[src/rtl/lfpo_pkg.sv]
`timescale 1ns / 1ps

package lfpo_pkg;

	localparam int CMD_FRAC = 32;
	localparam int POS_W = 16;
	localparam int CMD_W = 16 + CMD_FRAC;
	localparam int UP_SHIFT = (CMD_FRAC >= 32) ? CMD_FRAC - 32 : 0;
	localparam int DOWN_SHIFT = (CMD_FRAC < 32) ? 32 - CMD_FRAC : 0;
	localparam int CORR_W = 54;
	localparam int SUM_W = CORR_W + UP_SHIFT + 1;
	localparam int QDEPTH = 2;

	localparam logic signed [CMD_W-1:0] CMD_MAX = {1'b0, {(CMD_W-1){1'b1}}};
	localparam logic signed [CMD_W-1:0] CMD_MIN = {1'b1, {(CMD_W-1){1'b0}}};

	localparam logic [1:0] OP_FRAME = 2'd0;
	localparam logic [1:0] OP_RENC  = 2'd1;
	localparam logic [1:0] OP_LENC  = 2'd2;
	localparam logic [1:0] OP_NONE  = 2'd3;

	localparam logic [2:0] CFG_KP          = 3'd0;
	localparam logic [2:0] CFG_KI          = 3'd1;
	localparam logic [2:0] CFG_SPEED_REF   = 3'd2;
	localparam logic [2:0] CFG_SPEED_CEIL  = 3'd3;
	localparam logic [2:0] CFG_CORNER_THR  = 3'd4;
	localparam logic [2:0] CFG_LOST_THR    = 3'd5;
	localparam logic [2:0] CFG_LOST_FRAMES = 3'd6;

	typedef struct packed {
		logic [1:0] op;
		logic [9:0] sensor_0;
		logic [9:0] sensor_1;
		logic [9:0] sensor_2;
		logic [9:0] sensor_3;
		logic [9:0] sensor_4;
		logic [7:0] timer_now;
		logic       enc_xor;
		logic       enc_b;
	} in_t;

	typedef struct packed {
		logic [7:0]         right_speed;
		logic [7:0]         left_speed;
		logic [1:0]         advance_requests;
		logic [2:0]         right_turns;
		logic               go_home;
		logic signed [15:0] pos_x;
		logic signed [15:0] pos_y;
		logic [1:0]         heading;
		logic signed [15:0] distance_count;
	} out_t;

	typedef struct packed {
		logic [31:0] kp_gain;
		logic [31:0] ki_tick_gain;
		logic [7:0]  base_speed;
		logic [7:0]  speed_ceiling;
		logic [9:0]  corner_threshold;
		logic [9:0]  lost_threshold;
		logic [7:0]  lost_frames;
	} cfg_t;

	typedef struct packed {
		logic [1:0]         kind;
		logic [4:0][9:0]    sens;
		logic signed [10:0] err;
		logic [7:0]         timer;
		logic               enc_xor;
		logic               enc_b;
	} item_t;

	function automatic logic signed [15:0] pos_to_out(input logic [POS_W-1:0] v);
		logic signed [31:0] w;
		w = 32'(signed'(v));
		return w[15:0];
	endfunction

endpackage

[src/rtl/lfpo_front.sv]
`timescale 1ns / 1ps

module lfpo_front (
	input  logic            clk,
	input  logic            arst_n,
	input  logic            in_valid,
	output logic            in_ready,
	input  lfpo_pkg::in_t   in_data,
	output logic            push_valid,
	input  logic            push_ready,
	output lfpo_pkg::item_t push_data
);
	import lfpo_pkg::*;

	logic  valid_s1;
	item_t item_s1;
	item_t item_d;

	// Decode the word and form the steering error up front.
	always_comb begin
		item_d.sens = {in_data.sensor_4, in_data.sensor_3, in_data.sensor_2,
			in_data.sensor_1, in_data.sensor_0};
		item_d.err = signed'({1'b0, in_data.sensor_1}) - signed'({1'b0, in_data.sensor_3});
		item_d.timer = in_data.timer_now;
		item_d.enc_xor = in_data.enc_xor;
		item_d.enc_b = in_data.enc_b;
		unique case (in_data.op)
			OP_FRAME: item_d.kind = OP_FRAME;
			OP_RENC:  item_d.kind = OP_RENC;
			OP_LENC:  item_d.kind = OP_LENC;
			OP_NONE:  item_d.kind = OP_NONE;
		endcase
	end

	assign in_ready = !valid_s1 || push_ready;
	assign push_valid = valid_s1;
	assign push_data = item_s1;

	always_ff @(posedge clk or negedge arst_n) begin
		if (!arst_n) begin
			valid_s1 <= 1'b0;
		end else if (in_ready) begin
			valid_s1 <= in_valid;
		end
	end

	always_ff @(posedge clk) begin
		if (in_valid && in_ready) begin
			item_s1 <= item_d;
		end
	end

endmodule

[src/rtl/lfpo_queue.sv]
`timescale 1ns / 1ps

module lfpo_queue (
	input  logic            clk,
	input  logic            arst_n,
	input  logic            push_valid,
	output logic            push_ready,
	input  lfpo_pkg::item_t push_data,
	output logic            pop_valid,
	input  logic            pop_ready,
	output lfpo_pkg::item_t pop_data
);
	import lfpo_pkg::*;

	localparam int PW = (QDEPTH > 1) ? $clog2(QDEPTH) : 1;
	localparam int CW = $clog2(QDEPTH + 1);

	item_t           mem_q [QDEPTH];
	logic [PW-1:0]   wr_ptr_q;
	logic [PW-1:0]   rd_ptr_q;
	logic [CW-1:0]   count_q;
	logic            push_ok;
	logic            pop_ok;

	assign push_ready = (count_q != CW'(QDEPTH));
	assign pop_valid = (count_q != '0);
	assign pop_data = mem_q[rd_ptr_q];
	assign push_ok = push_valid && push_ready;
	assign pop_ok = pop_valid && pop_ready;

	always_ff @(posedge clk) begin
		if (push_ok) begin
			mem_q[wr_ptr_q] <= push_data;
		end
	end

	always_ff @(posedge clk or negedge arst_n) begin
		if (!arst_n) begin
			wr_ptr_q <= '0;
			rd_ptr_q <= '0;
			count_q <= '0;
		end else begin
			if (push_ok) begin
				wr_ptr_q <= (wr_ptr_q == PW'(QDEPTH - 1)) ? '0 : wr_ptr_q + 1'b1;
			end
			if (pop_ok) begin
				rd_ptr_q <= (rd_ptr_q == PW'(QDEPTH - 1)) ? '0 : rd_ptr_q + 1'b1;
			end
			unique case ({push_ok, pop_ok})
				2'b10:   count_q <= count_q + 1'b1;
				2'b01:   count_q <= count_q - 1'b1;
				default: count_q <= count_q;
			endcase
		end
	end

	a_count_bound: assert property (@(posedge clk) disable iff (!arst_n)
		count_q <= CW'(QDEPTH))
		else $error("queue count beyond depth");

	a_empty_ptrs: assert property (@(posedge clk) disable iff (!arst_n)
		count_q == '0 |-> wr_ptr_q == rd_ptr_q)
		else $error("empty queue with pointers apart");

endmodule

[src/rtl/lfpo_back.sv]
`timescale 1ns / 1ps

module lfpo_back (
	input  logic            clk,
	input  logic            arst_n,
	input  lfpo_pkg::cfg_t  cfg,
	input  logic            pop_valid,
	output logic            pop_ready,
	input  lfpo_pkg::item_t pop_data,
	output logic            out_valid,
	input  logic            out_ready,
	output lfpo_pkg::out_t  out_data
);
	import lfpo_pkg::*;

	localparam logic [1:0] ST_IDLE = 2'd0;
	localparam logic [1:0] ST_MUL2 = 2'd1;
	localparam logic [1:0] ST_SAT  = 2'd2;
	localparam logic [1:0] ST_FIN  = 2'd3;

	logic [1:0]               state_q;
	item_t                    item_q;

	logic signed [44:0]       p1_s1;
	logic signed [43:0]       p2_s1;
	logic [7:0]               dt_s1;
	logic signed [52:0]       p3_s2;
	logic signed [CMD_W-1:0]  cmd_s3;

	logic signed [10:0]       last_err_q;
	logic signed [CMD_W-1:0]  last_cmd_q;
	logic [7:0]               last_timer_q;
	logic [7:0]               lost_run_q;
	logic [1:0]               heading_q;
	logic [POS_W-1:0]         x_q;
	logic [POS_W-1:0]         y_q;
	logic                     rpa_q;
	logic                     rpb_q;
	logic                     lpa_q;
	logic                     lpb_q;
	logic [15:0]              steps_q;

	logic                     out_valid_q;
	out_t                     out_q;

	logic                     pop;
	logic                     load;
	logic signed [11:0]       diff;
	logic signed [44:0]       p1;
	logic signed [43:0]       p2;
	logic signed [52:0]       p3;
	logic signed [CORR_W-1:0] corr;
	logic signed [SUM_W-1:0]  corr_sh;
	logic signed [SUM_W-1:0]  sum;
	logic signed [CMD_W-1:0]  cmd;

	logic [15:0]              ip;
	logic signed [16:0]       ci;
	logic signed [17:0]       r_raw;
	logic signed [17:0]       l_raw;
	logic                     rc;
	logic                     lc;
	logic [1:0]               h1;
	logic                     lost;
	logic [7:0]               run_inc;
	logic                     trig;
	logic                     enc_a;
	logic                     fwd;
	logic                     bwd;
	logic [POS_W-1:0]         step;

	out_t                     res;
	logic [1:0]               heading_n;
	logic [7:0]               lost_run_n;
	logic [POS_W-1:0]         x_n;
	logic [POS_W-1:0]         y_n;
	logic [15:0]              steps_n;

	assign pop_ready = (state_q == ST_IDLE);
	assign pop = pop_valid && pop_ready;
	assign load = (state_q == ST_FIN) && (!out_valid_q || out_ready);
	assign out_valid = out_valid_q;
	assign out_data = out_q;

	// First products come straight from the queue head.
	always_comb begin
		diff = {pop_data.err[10], pop_data.err} - {last_err_q[10], last_err_q};
		p1 = $signed({1'b0, cfg.kp_gain}) * diff;
		p2 = $signed({1'b0, cfg.ki_tick_gain}) * last_err_q;
	end

	assign p3 = p2_s1 * $signed({1'b0, dt_s1});

	// Align the correction to the command format, accumulate and saturate.
	always_comb begin
		corr = CORR_W'(p1_s1) + CORR_W'(p3_s2);
		corr_sh = (SUM_W'(corr) <<< UP_SHIFT) >>> DOWN_SHIFT;
		sum = corr_sh + SUM_W'(last_cmd_q);
		if (sum > SUM_W'(CMD_MAX)) begin
			cmd = CMD_MAX;
		end else if (sum < SUM_W'(CMD_MIN)) begin
			cmd = CMD_MIN;
		end else begin
			cmd = sum[CMD_W-1:0];
		end
	end

	always_comb begin
		res = '0;
		heading_n = heading_q;
		lost_run_n = lost_run_q;
		x_n = x_q;
		y_n = y_q;
		steps_n = steps_q;

		// The integer part rounds toward zero, so negative values with a fraction move up one.
		ip = cmd_s3[CMD_W-1:CMD_FRAC];
		ci = {ip[15], ip} + {16'd0, cmd_s3[CMD_W-1] && (|cmd_s3[CMD_FRAC-1:0])};
		r_raw = {10'd0, cfg.base_speed} + {ci[16], ci};
		l_raw = {10'd0, cfg.base_speed} - {ci[16], ci};

		rc = item_q.sens[4] > cfg.corner_threshold;
		lc = item_q.sens[0] > cfg.corner_threshold;
		h1 = heading_q + {1'b0, rc} + {2{lc}};
		lost = 1'b1;
		for (int i = 0; i < 5; i++) begin
			if (item_q.sens[i] >= cfg.lost_threshold) begin
				lost = 1'b0;
			end
		end
		run_inc = lost_run_q + 8'd1;
		trig = lost && (run_inc == cfg.lost_frames);

		enc_a = item_q.enc_xor ^ item_q.enc_b;
		fwd = (item_q.enc_b == rpa_q);
		bwd = (enc_a == rpb_q);
		step = fwd ? POS_W'(1) : '1;

		unique case (item_q.kind)
			OP_FRAME: begin
				if (r_raw[17]) begin
					res.right_speed = 8'd0;
				end else if (r_raw > {10'd0, cfg.speed_ceiling}) begin
					res.right_speed = cfg.speed_ceiling;
				end else begin
					res.right_speed = r_raw[7:0];
				end
				if (l_raw[17]) begin
					res.left_speed = 8'd0;
				end else if (l_raw > {10'd0, cfg.speed_ceiling}) begin
					res.left_speed = cfg.speed_ceiling;
				end else begin
					res.left_speed = l_raw[7:0];
				end
				res.advance_requests = {1'b0, rc} + {1'b0, lc};
				res.right_turns = {2'b0, rc} + (trig ? {1'b0, 2'(2'd0 - h1)} : 3'd0);
				res.go_home = trig;
				heading_n = trig ? 2'd0 : h1;
				lost_run_n = (lost && !trig) ? run_inc : 8'd0;
			end
			OP_RENC: begin
				// Forward and backward on the same edge cancel out.
				if (fwd ^ bwd) begin
					unique case (heading_q)
						2'd0: x_n = x_q + step;
						2'd1: y_n = y_q + step;
						2'd2: x_n = x_q - step;
						2'd3: y_n = y_q - step;
					endcase
				end
			end
			OP_LENC: begin
				steps_n = steps_q + {15'd0, item_q.enc_b == lpa_q}
					- {15'd0, enc_a == lpb_q};
			end
			OP_NONE: begin
			end
		endcase

		res.pos_x = pos_to_out(x_n);
		res.pos_y = pos_to_out(y_n);
		res.heading = heading_n;
		res.distance_count = steps_n;
	end

	always_ff @(posedge clk or negedge arst_n) begin
		if (!arst_n) begin
			state_q <= ST_IDLE;
			out_valid_q <= 1'b0;
			last_err_q <= '0;
			last_cmd_q <= '0;
			last_timer_q <= '0;
			lost_run_q <= '0;
			heading_q <= '0;
			x_q <= '0;
			y_q <= '0;
			rpa_q <= 1'b0;
			rpb_q <= 1'b0;
			lpa_q <= 1'b0;
			lpb_q <= 1'b0;
			steps_q <= '0;
		end else begin
			unique case (state_q)
				ST_IDLE: begin
					if (pop) begin
						state_q <= (pop_data.kind == OP_FRAME) ? ST_MUL2 : ST_FIN;
					end
				end
				ST_MUL2: state_q <= ST_SAT;
				ST_SAT:  state_q <= ST_FIN;
				ST_FIN: begin
					if (load) begin
						state_q <= ST_IDLE;
					end
				end
			endcase

			if (load) begin
				out_valid_q <= 1'b1;
				heading_q <= heading_n;
				lost_run_q <= lost_run_n;
				x_q <= x_n;
				y_q <= y_n;
				steps_q <= steps_n;
				unique case (item_q.kind)
					OP_FRAME: begin
						last_err_q <= item_q.err;
						last_cmd_q <= cmd_s3;
						last_timer_q <= item_q.timer;
					end
					OP_RENC: begin
						rpa_q <= enc_a;
						rpb_q <= item_q.enc_b;
					end
					OP_LENC: begin
						lpa_q <= enc_a;
						lpb_q <= item_q.enc_b;
					end
					OP_NONE: begin
					end
				endcase
			end else if (out_ready) begin
				out_valid_q <= 1'b0;
			end
		end
	end

	always_ff @(posedge clk) begin
		if (pop) begin
			item_q <= pop_data;
			p1_s1 <= p1;
			p2_s1 <= p2;
			dt_s1 <= pop_data.timer - last_timer_q;
		end
		if (state_q == ST_MUL2) begin
			p3_s2 <= p3;
		end
		if (state_q == ST_SAT) begin
			cmd_s3 <= cmd;
		end
		if (load) begin
			out_q <= res;
		end
	end

	a_request_range: assert property (@(posedge clk) disable iff (!arst_n)
		out_valid_q |-> (out_q.right_turns <= 3'd4 && out_q.advance_requests <= 2'd2))
		else $error("turn or advance request out of range");

	a_home_heading: assert property (@(posedge clk) disable iff (!arst_n)
		out_valid_q && out_q.go_home |-> out_q.heading == 2'd0)
		else $error("return home without heading reset");

	a_encoder_quiet: assert property (@(posedge clk) disable iff (!arst_n)
		load && item_q.kind != OP_FRAME |=>
		out_q.right_speed == 8'd0 && out_q.left_speed == 8'd0 &&
		out_q.right_turns == 3'd0 && !out_q.go_home)
		else $error("non-frame word produced motor requests");

endmodule

[src/rtl/line_follow_pi_odometry.sv]
`timescale 1ns / 1ps

// Line follower controller with incremental PI steering and quadrature odometry.
// Each accepted word gives exactly one result word, in order. In the back end a
// sensor frame goes through the first pair of gain multiplies as it leaves the
// queue, the multiply by the timer difference, the saturating command
// accumulate, then the speed clamp and state write-back, each step registered;
// encoder edges and the unused opcode go straight to the write-back. The back end
// handles one word at a time, while an input register and a two-entry queue let
// the input side keep accepting during that work and while a result waits on
// out_ready. Configuration writes are always accepted (cfg_ready stays high)
// and must only be issued while the block is idle; indexes beyond the register
// list are ignored.
module line_follow_pi_odometry (
	input  logic           clk,
	input  logic           arst_n,
	input  logic           in_valid,
	output logic           in_ready,
	input  lfpo_pkg::in_t  in_data,
	output logic           out_valid,
	input  logic           out_ready,
	output lfpo_pkg::out_t out_data,
	input  logic           cfg_valid,
	output logic           cfg_ready,
	input  logic [2:0]     cfg_index,
	input  logic [31:0]    cfg_data
);
	import lfpo_pkg::*;

	cfg_t  cfg_q;
	logic  push_valid;
	logic  push_ready;
	item_t push_data;
	logic  pop_valid;
	logic  pop_ready;
	item_t pop_data;

	assign cfg_ready = 1'b1;

	always_ff @(posedge clk or negedge arst_n) begin
		if (!arst_n) begin
			cfg_q.kp_gain <= 32'd42949673;
			cfg_q.ki_tick_gain <= 32'd21475;
			cfg_q.base_speed <= 8'd20;
			cfg_q.speed_ceiling <= 8'd20;
			cfg_q.corner_threshold <= 10'd500;
			cfg_q.lost_threshold <= 10'd100;
			cfg_q.lost_frames <= 8'd10;
		end else if (cfg_valid && cfg_ready) begin
			unique case (cfg_index)
				CFG_KP:          cfg_q.kp_gain <= cfg_data;
				CFG_KI:          cfg_q.ki_tick_gain <= cfg_data;
				CFG_SPEED_REF:   cfg_q.base_speed <= cfg_data[7:0];
				CFG_SPEED_CEIL:  cfg_q.speed_ceiling <= cfg_data[7:0];
				CFG_CORNER_THR:  cfg_q.corner_threshold <= cfg_data[9:0];
				CFG_LOST_THR:    cfg_q.lost_threshold <= cfg_data[9:0];
				CFG_LOST_FRAMES: cfg_q.lost_frames <= cfg_data[7:0];
				default: begin
				end
			endcase
		end
	end

	lfpo_front u_front (
		.clk        (clk),
		.arst_n     (arst_n),
		.in_valid   (in_valid),
		.in_ready   (in_ready),
		.in_data    (in_data),
		.push_valid (push_valid),
		.push_ready (push_ready),
		.push_data  (push_data)
	);

	lfpo_queue u_queue (
		.clk        (clk),
		.arst_n     (arst_n),
		.push_valid (push_valid),
		.push_ready (push_ready),
		.push_data  (push_data),
		.pop_valid  (pop_valid),
		.pop_ready  (pop_ready),
		.pop_data   (pop_data)
	);

	lfpo_back u_back (
		.clk       (clk),
		.arst_n    (arst_n),
		.cfg       (cfg_q),
		.pop_valid (pop_valid),
		.pop_ready (pop_ready),
		.pop_data  (pop_data),
		.out_valid (out_valid),
		.out_ready (out_ready),
		.out_data  (out_data)
	);

endmodule

[config.mk]
export PLATFORM = sky130hd
export DESIGN_NAME = line_follow_pi_odometry
export DESIGN_NICKNAME = d
export VERILOG_FILES = /design/src/rtl/lfpo_pkg.sv /design/src/rtl/lfpo_front.sv /design/src/rtl/lfpo_queue.sv /design/src/rtl/lfpo_back.sv /design/src/rtl/line_follow_pi_odometry.sv
export SDC_FILE = /design/constraint.sdc
export NUM_CORES = 2
export LEC_CHECK = 0
export BUFFER_PORTS_ARGS = -buffer_cell sky130_fd_sc_hd__buf_4
export CAP_MARGIN = 20
export CORE_MARGIN = 8
export CORE_UTILIZATION = 55
export CTS_CLUSTER_DIAMETER = 120
export CTS_CLUSTER_SIZE = 20
export DETAILED_ROUTE_END_ITERATION = 8
export PLACE_DENSITY_LB_ADDON = 0.2
export SYNTH_ARGS = -nofsm -noshare
export SYNTH_HDL_FRONTEND = slang
export SYNTH_SLANG_ARGS = --single-unit
[constraint.sdc]
create_clock -name clk -period 14.1 [get_ports clk]
set_clock_uncertainty 0.1 [all_clocks]
set_input_delay 1.41 -clock clk [delete_from_list [all_inputs] [get_ports clk]]
set_output_delay 1.41 -clock clk [all_outputs]
set_load 0.01 [all_outputs]
# [Yosys cells after proc, flatten, opt, wreduce, memory -nomap -nowiden]
# Memory sizes are Yosys's and may differ from the RTL's.
# Index checks and enable logic that the tools add are counted.
[classes] n_addsub=24 n_mul=3 n_lt_le_gt_ge=11 eq_ne=27 mux=32 n_bitwise=3 n_reduce_logical=35
[op_table] operator="$mux 16" n=6
[op_table] operator="$pmux 16 s2" n=2
[op_table] operator="$add 54x48->55" n=1
[op_table] operator="$gt 55x48->1 const B" n=1
[op_table] operator="$lt 55x48->1 const B" n=1
[op_table] operator="$add 45x53->54" n=1
[op_table] operator="$mul 44x9->53" n=1
[op_table] operator="$ge 10x10->1" n=5
[op_table] operator="$mux 48" n=1
[op_table] operator="$mul 33x12->45" n=1
[op_table] operator="$mul 33x11->44" n=1
[op_table] operator="$gt 18x8->1" n=2
[op_table] operator="$add 16x16->16" n=2
[op_table] operator="$reduce_or 32->1" n=1
[op_table] operator="$sub 16x16->16" n=2
[op_table] operator="$mux 8" n=3
[op_table] operator="$reduce_and 2->1" n=11
[op_table] operator="$gt 10x10->1" n=2
[op_table] operator="$add 9x17->18" n=1
[op_table] operator="$sub 9x17->18" n=1
[op_table] operator="$add 16x2->17" n=1
[op_table] operator="$add 16x1->16" n=1
[op_table] operator="$eq 2x2->1 const B" n=8
[op_table] operator="$pmux 2 s4" n=2
[op_table] operator="other kinds (33)" n=77
[word_totals] ff_bits=661 mem_bits_rw=146 input_bits=102 output_inout_bits=75 elab_cells=195 mem_count=1
[mem_list] memory="u_queue.mem_q" depth=2 word_bits=73 read_ports=1 rd_ports_with_merged_regs=0 write_ports=1 line_no="lfpo_queue.sv:18" rtl="item_t mem_q [QDEPTH];"

# [Logic depth before layout (Yosys ltp)]
[depth] word_depth=10 mapped_depth=39

# [Hierarchy]
# A second synthesis with hierarchy kept.
[hier_totals] hier_cells=7095 area_unflattened_um2=74689.1
[by_module_without_submodules] mod="lfpo_back" n_inst=1 cells_per_inst=6474 area_per_inst_um2=62133.3 seq_area_each_um2=13603.0
[by_module_without_submodules] mod="lfpo_queue" n_inst=1 cells_per_inst=244 area_per_inst_um2=5710.5 seq_area_each_um2=4484.3
[by_module_without_submodules] mod="line_follow_pi_odometry" n_inst=1 cells_per_inst=236 area_per_inst_um2=4149.0 seq_area_each_um2=2748.9
[by_module_without_submodules] mod="lfpo_front" n_inst=1 cells_per_inst=141 area_per_inst_um2=2696.3 seq_area_each_um2=2217.1

# [Worst setup path before layout]
# Ideal clock, no wire load.
[synth_timing] kind="reg2reg" from="register u_back.state_q[0]" to="register u_queue.count_q[1]" arrival_ns=9.726 t_required_ns=13.921 slack_ns=4.195 stages_incl_launch_ff=7 synth_period_minus_slack_ns=9.905 cell_sequence="dfrtp_1 > inv_1 > ha_1 > nor2b_1 > ha_1 > nor2_1 > xor2_1"
[synth_via] elab_chain_len=4
[synth_lines] item="start, declared" line_no="lfpo_back.sv:21" rtl="logic [1:0] state_q;"
[synth_lines] item="start signal, assigned" line_no="lfpo_back.sv:206" rtl="state_q <= (pop_data.kind == OP_FRAME) ? ST_MUL2 : ST_FIN;"
[synth_lines] item="$logic_not 2->1 (*)" line_no="lfpo_back.sv:79" rtl="assign pop_ready = (state_q == ST_IDLE);"
[synth_lines] item="$logic_and 1x1->1 (*)"
[synth_lines] item="via u_back.pop" line_no="lfpo_back.sv:46" rtl="logic pop;"
[synth_lines] item="$eq 2x1->1 or $eq 2x2->1 (tied branches)" line_no="lfpo_queue.sv:49" rtl="unique case ({push_ok, pop_ok})"
[synth_lines] item="$pmux 2 s2 or $reduce_bool 2->1 (tied branches)"
[synth_lines] item="end signal, assigned" line_no="lfpo_queue.sv:50" rtl="2'b10: count_q <= count_q + 1'b1;"
[synth_lines] item="end signal, assigned" line_no="lfpo_queue.sv:51" rtl="2'b01: count_q <= count_q - 1'b1;"
[synth_lines] item="end signal, assigned" line_no="lfpo_queue.sv:52" rtl="default: count_q <= count_q;"
[synth_lines] item="end, declared" line_no="lfpo_queue.sv:21" rtl="logic [CW-1:0] count_q;"
# Mark *: on every way through the listed nets, which the timed path passes. The rest lies on a longest branch.
# A chain may end at the register's enable or synchronous reset.

==> qor.yml <==
relSlewSlack: 0.2749
cts_tree: "done"
cp-end-kind: "flop"
synth-edff-count: 562
numCtsBuffers: 49
port_buffers: 175
ctsResizeCount: 0
syn_nets: 8746
drt_iter0_markers: 3212
synth_cell_types: 89
r2r_slack_ns: 3.55
final_cell_mix: "inv_1 (1133), nand2_1 (935), fa_1 (904), ha_1 (574), edfxtp_1 (562)"
firstDrtPassIters: 5
cp_common_cell: "fa_1"
reg2reg_to: "u_back.p1_s1[44]"
fin_crit_ns: 10.55
final_util: 0.5863
cap_violations: 0
cp_num_cells: 33
num_vias: 49610
syn_inst: 7164
post_drt_wl_per_cell_um: 18.84
fill_cells: 11360
grt_overflow: 0
dieArea_um2: 147200
final_common_cell: "inv_1"
cts-root-buf: "clkbuf_16"
fin_crit_sh: 0.7484
cp-startpoint: "u_queue.rd_ptr_q"
drc: 0
core_um2: 134800
grt.total_usage: 0.2319
fmax_ghz: 0.09477
post_cts_buffers: 0
place_area_um2: 77390
r2r-start: "u_queue.rd_ptr_q"
worstSetupPathType: "flop to flop"
wl_met1_um: 77530
pre_cts_slack_ns: 3.554
highest_layer: "met5"
crit_family: "compound AO/OA/AOI/OAI gates"
cpPeakStageDelay_ns: 0.81
layout-drive-gt1-share: 0.08128
startpoint_type: "flop"
synth_flop_cell: "edfxtp_1"
synth_warnings: 0
stdcell_area_um2: 79030
seq_area_frac_synth: 0.3101
finalHoldViolCount: 0
ys_async_sr_fraction: 0.3036
globalplace.congestion: 0.8843
via_per_inst: 5.517
critPathRequiredTime_ns: 14.41
rsz0062_at_grt: "false"
area_growth_pct: 6.296
worst_hold_path_type: "flop to flop"
slowest_stage: "dfrtp_4"
cts.htree.levels: 2
register_area_um2: 23060
ant_nets: 0
crit_arrival_ns: 10.86
crit_path_max_fanout: 38
setup_viol: 0
antenna_found_initial: 10
clkTransAtPathRegs_ns: 0.09
rows: 135
drv_slew: 0
ioPinCount: 177
multi_input_comb_area_um2: 46120
holdCritStartpoint: "u_front.push_data[48]"
grt_max_degree: 168
syn_area_um2: 74350
grt_pass1_vias: 52180
dp_hpwl_um: 133600
setup_ws_ns: 3.548
postCtsHoldBufs: 0
tightestPinTransition_ns: 1.088
status: "finished, final reports clean"
final_nets: 8752
die_w_um: 383.7
fin_tns_setup_ns: 0
initial_core_util: 0.5516
critPathBufInv: 5
route.met3.wl_um: 9338
clk-insertion-delay-late_ns: 0.69
cts_buffer_depth: 3
numClockSinks: 807
wl_um: 169400
dieHeight_um: 383.7
grt_pass1_wl_um: 276900
cp-endpoint: "u_back.p1_s1[44]"
ys_ff_latch: 807
dr_wl_met2_um: 79320
syn_area_per_cell_um2: 10.38
ff2ff_path_depth: 33
## through the flow
step,cells,hold slack [ns]
floorplan,7164,0.3146
global placement,8896,0.3223
detailed placement,8897,0.3258
CTS,8988,0.3265
global route,8991,0.3429
finish,8992,0.3341
## worst reg2reg max path, delay by kind of cell, from the launching register on
family / cells / cell delay [ns]
fa+ha+maj: 7 / 3.09
simple gates: 3 / 1.01
compound gates: 16 / 3.70
mux: 1 / 0.44
flops: 1 / 0.81
xor+xnor: 1 / 0.13
buf+inv: 5 / 1.03
## Yosys cell counts, drive strengths merged, types with 26 or more instances
| library cell | count | area (µm²) |
|---|---|---|
| nor3 | 40 | 200.2 |
| mux2 | 202 | 2275 |
| xnor2 | 180 | 1577 |
| a21o | 138 | 1036 |
| a21oi | 249 | 1246 |
| nand2 | 936 | 3513 |
| dfrtp | 208 | 5205 |
| dfstp | 37 | 972.2 |
| xor2 | 112 | 980.9 |
| nand4 | 50 | 312.8 |
| ha | 576 | 7207 |
| o21bai | 40 | 300.3 |
| clkbuf | 253 | 950.9 |
| o21ai | 260 | 1305 |
| and3 | 51 | 319.1 |
| nor4 | 26 | 162.7 |
| inv | 1134 | 4257 |
| nand2b | 103 | 644.4 |
| fa | 904 | 18100 |
| a31oi | 30 | 187.7 |
| nor2b | 50 | 312.8 |
| nor2 | 188 | 705.7 |
| o21a | 44 | 337.8 |
| nand3 | 80 | 400.4 |
| edfxtp | 562 | 16880 |
| and2 | 458 | 2867 |
## cell type report
cell class / instances / share of cell area
Clock inverter: 10 / 0.002074
Tap cell: 1781 / 0.02820
Antenna cell: 1 / 0.00003167
Sequential cell: 807 / 0.2918
Inverter: 1134 / 0.05388
Clock buffer: 81 / 0.01784
Multi-Input combinational cell: 4950 / 0.5836
Timing Repair Buffer: 228 / 0.02261
## routing by layer
metal | global-route usage | vias up
met1 | 0.3290 | 25090
met2 | 0.3868 | 1155
li1 | - | 23180
met5 | 0 | -
met3 | 0.02881 | 190
met4 | 0.04738 | 2
## cells by family after synthesis
family | synth area share
buf+inv | 0.07142
mux | 0.03235
flops | 0.3101
other cells | 0.00005044
simple gates | 0.1327
compound gates | 0.07832
xor+xnor | 0.03472
fa+ha+maj | 0.3404
## worst min path at each step
stage | endpoint | slack (ns) | cells past startpoint
4_1_cts | u_queue.mem_q[1][40] | 0.33 | 0
3_3_place_gp | u_back.last_timer_q[7] | 0.32 | 2
6_report | u_queue.mem_q[0][48] | 0.33 | 0
2_1_floorplan | u_back.last_err_q[0] | 0.31 | 2
3_5_place_dp | u_back.last_err_q[0] | 0.33 | 2
5_1_grt | u_queue.mem_q[0][20] | 0.34 | 0
## sequential cells by signal, indices dropped and copies added (netlist names), 45 cells and up
register,count
u_back.cmd_s3,48
u_queue.mem_q,146
u_back.p1_s1,45
cfg_q,108
u_front.push_data,73
u_back.item_q,73
u_back.out_data,72
u_back.p3_s2,53
u_back.last_cmd_q,48
Power is not shown: default switching activity piles up to over one toggle a cycle in this logic, so the estimate is an artifact.
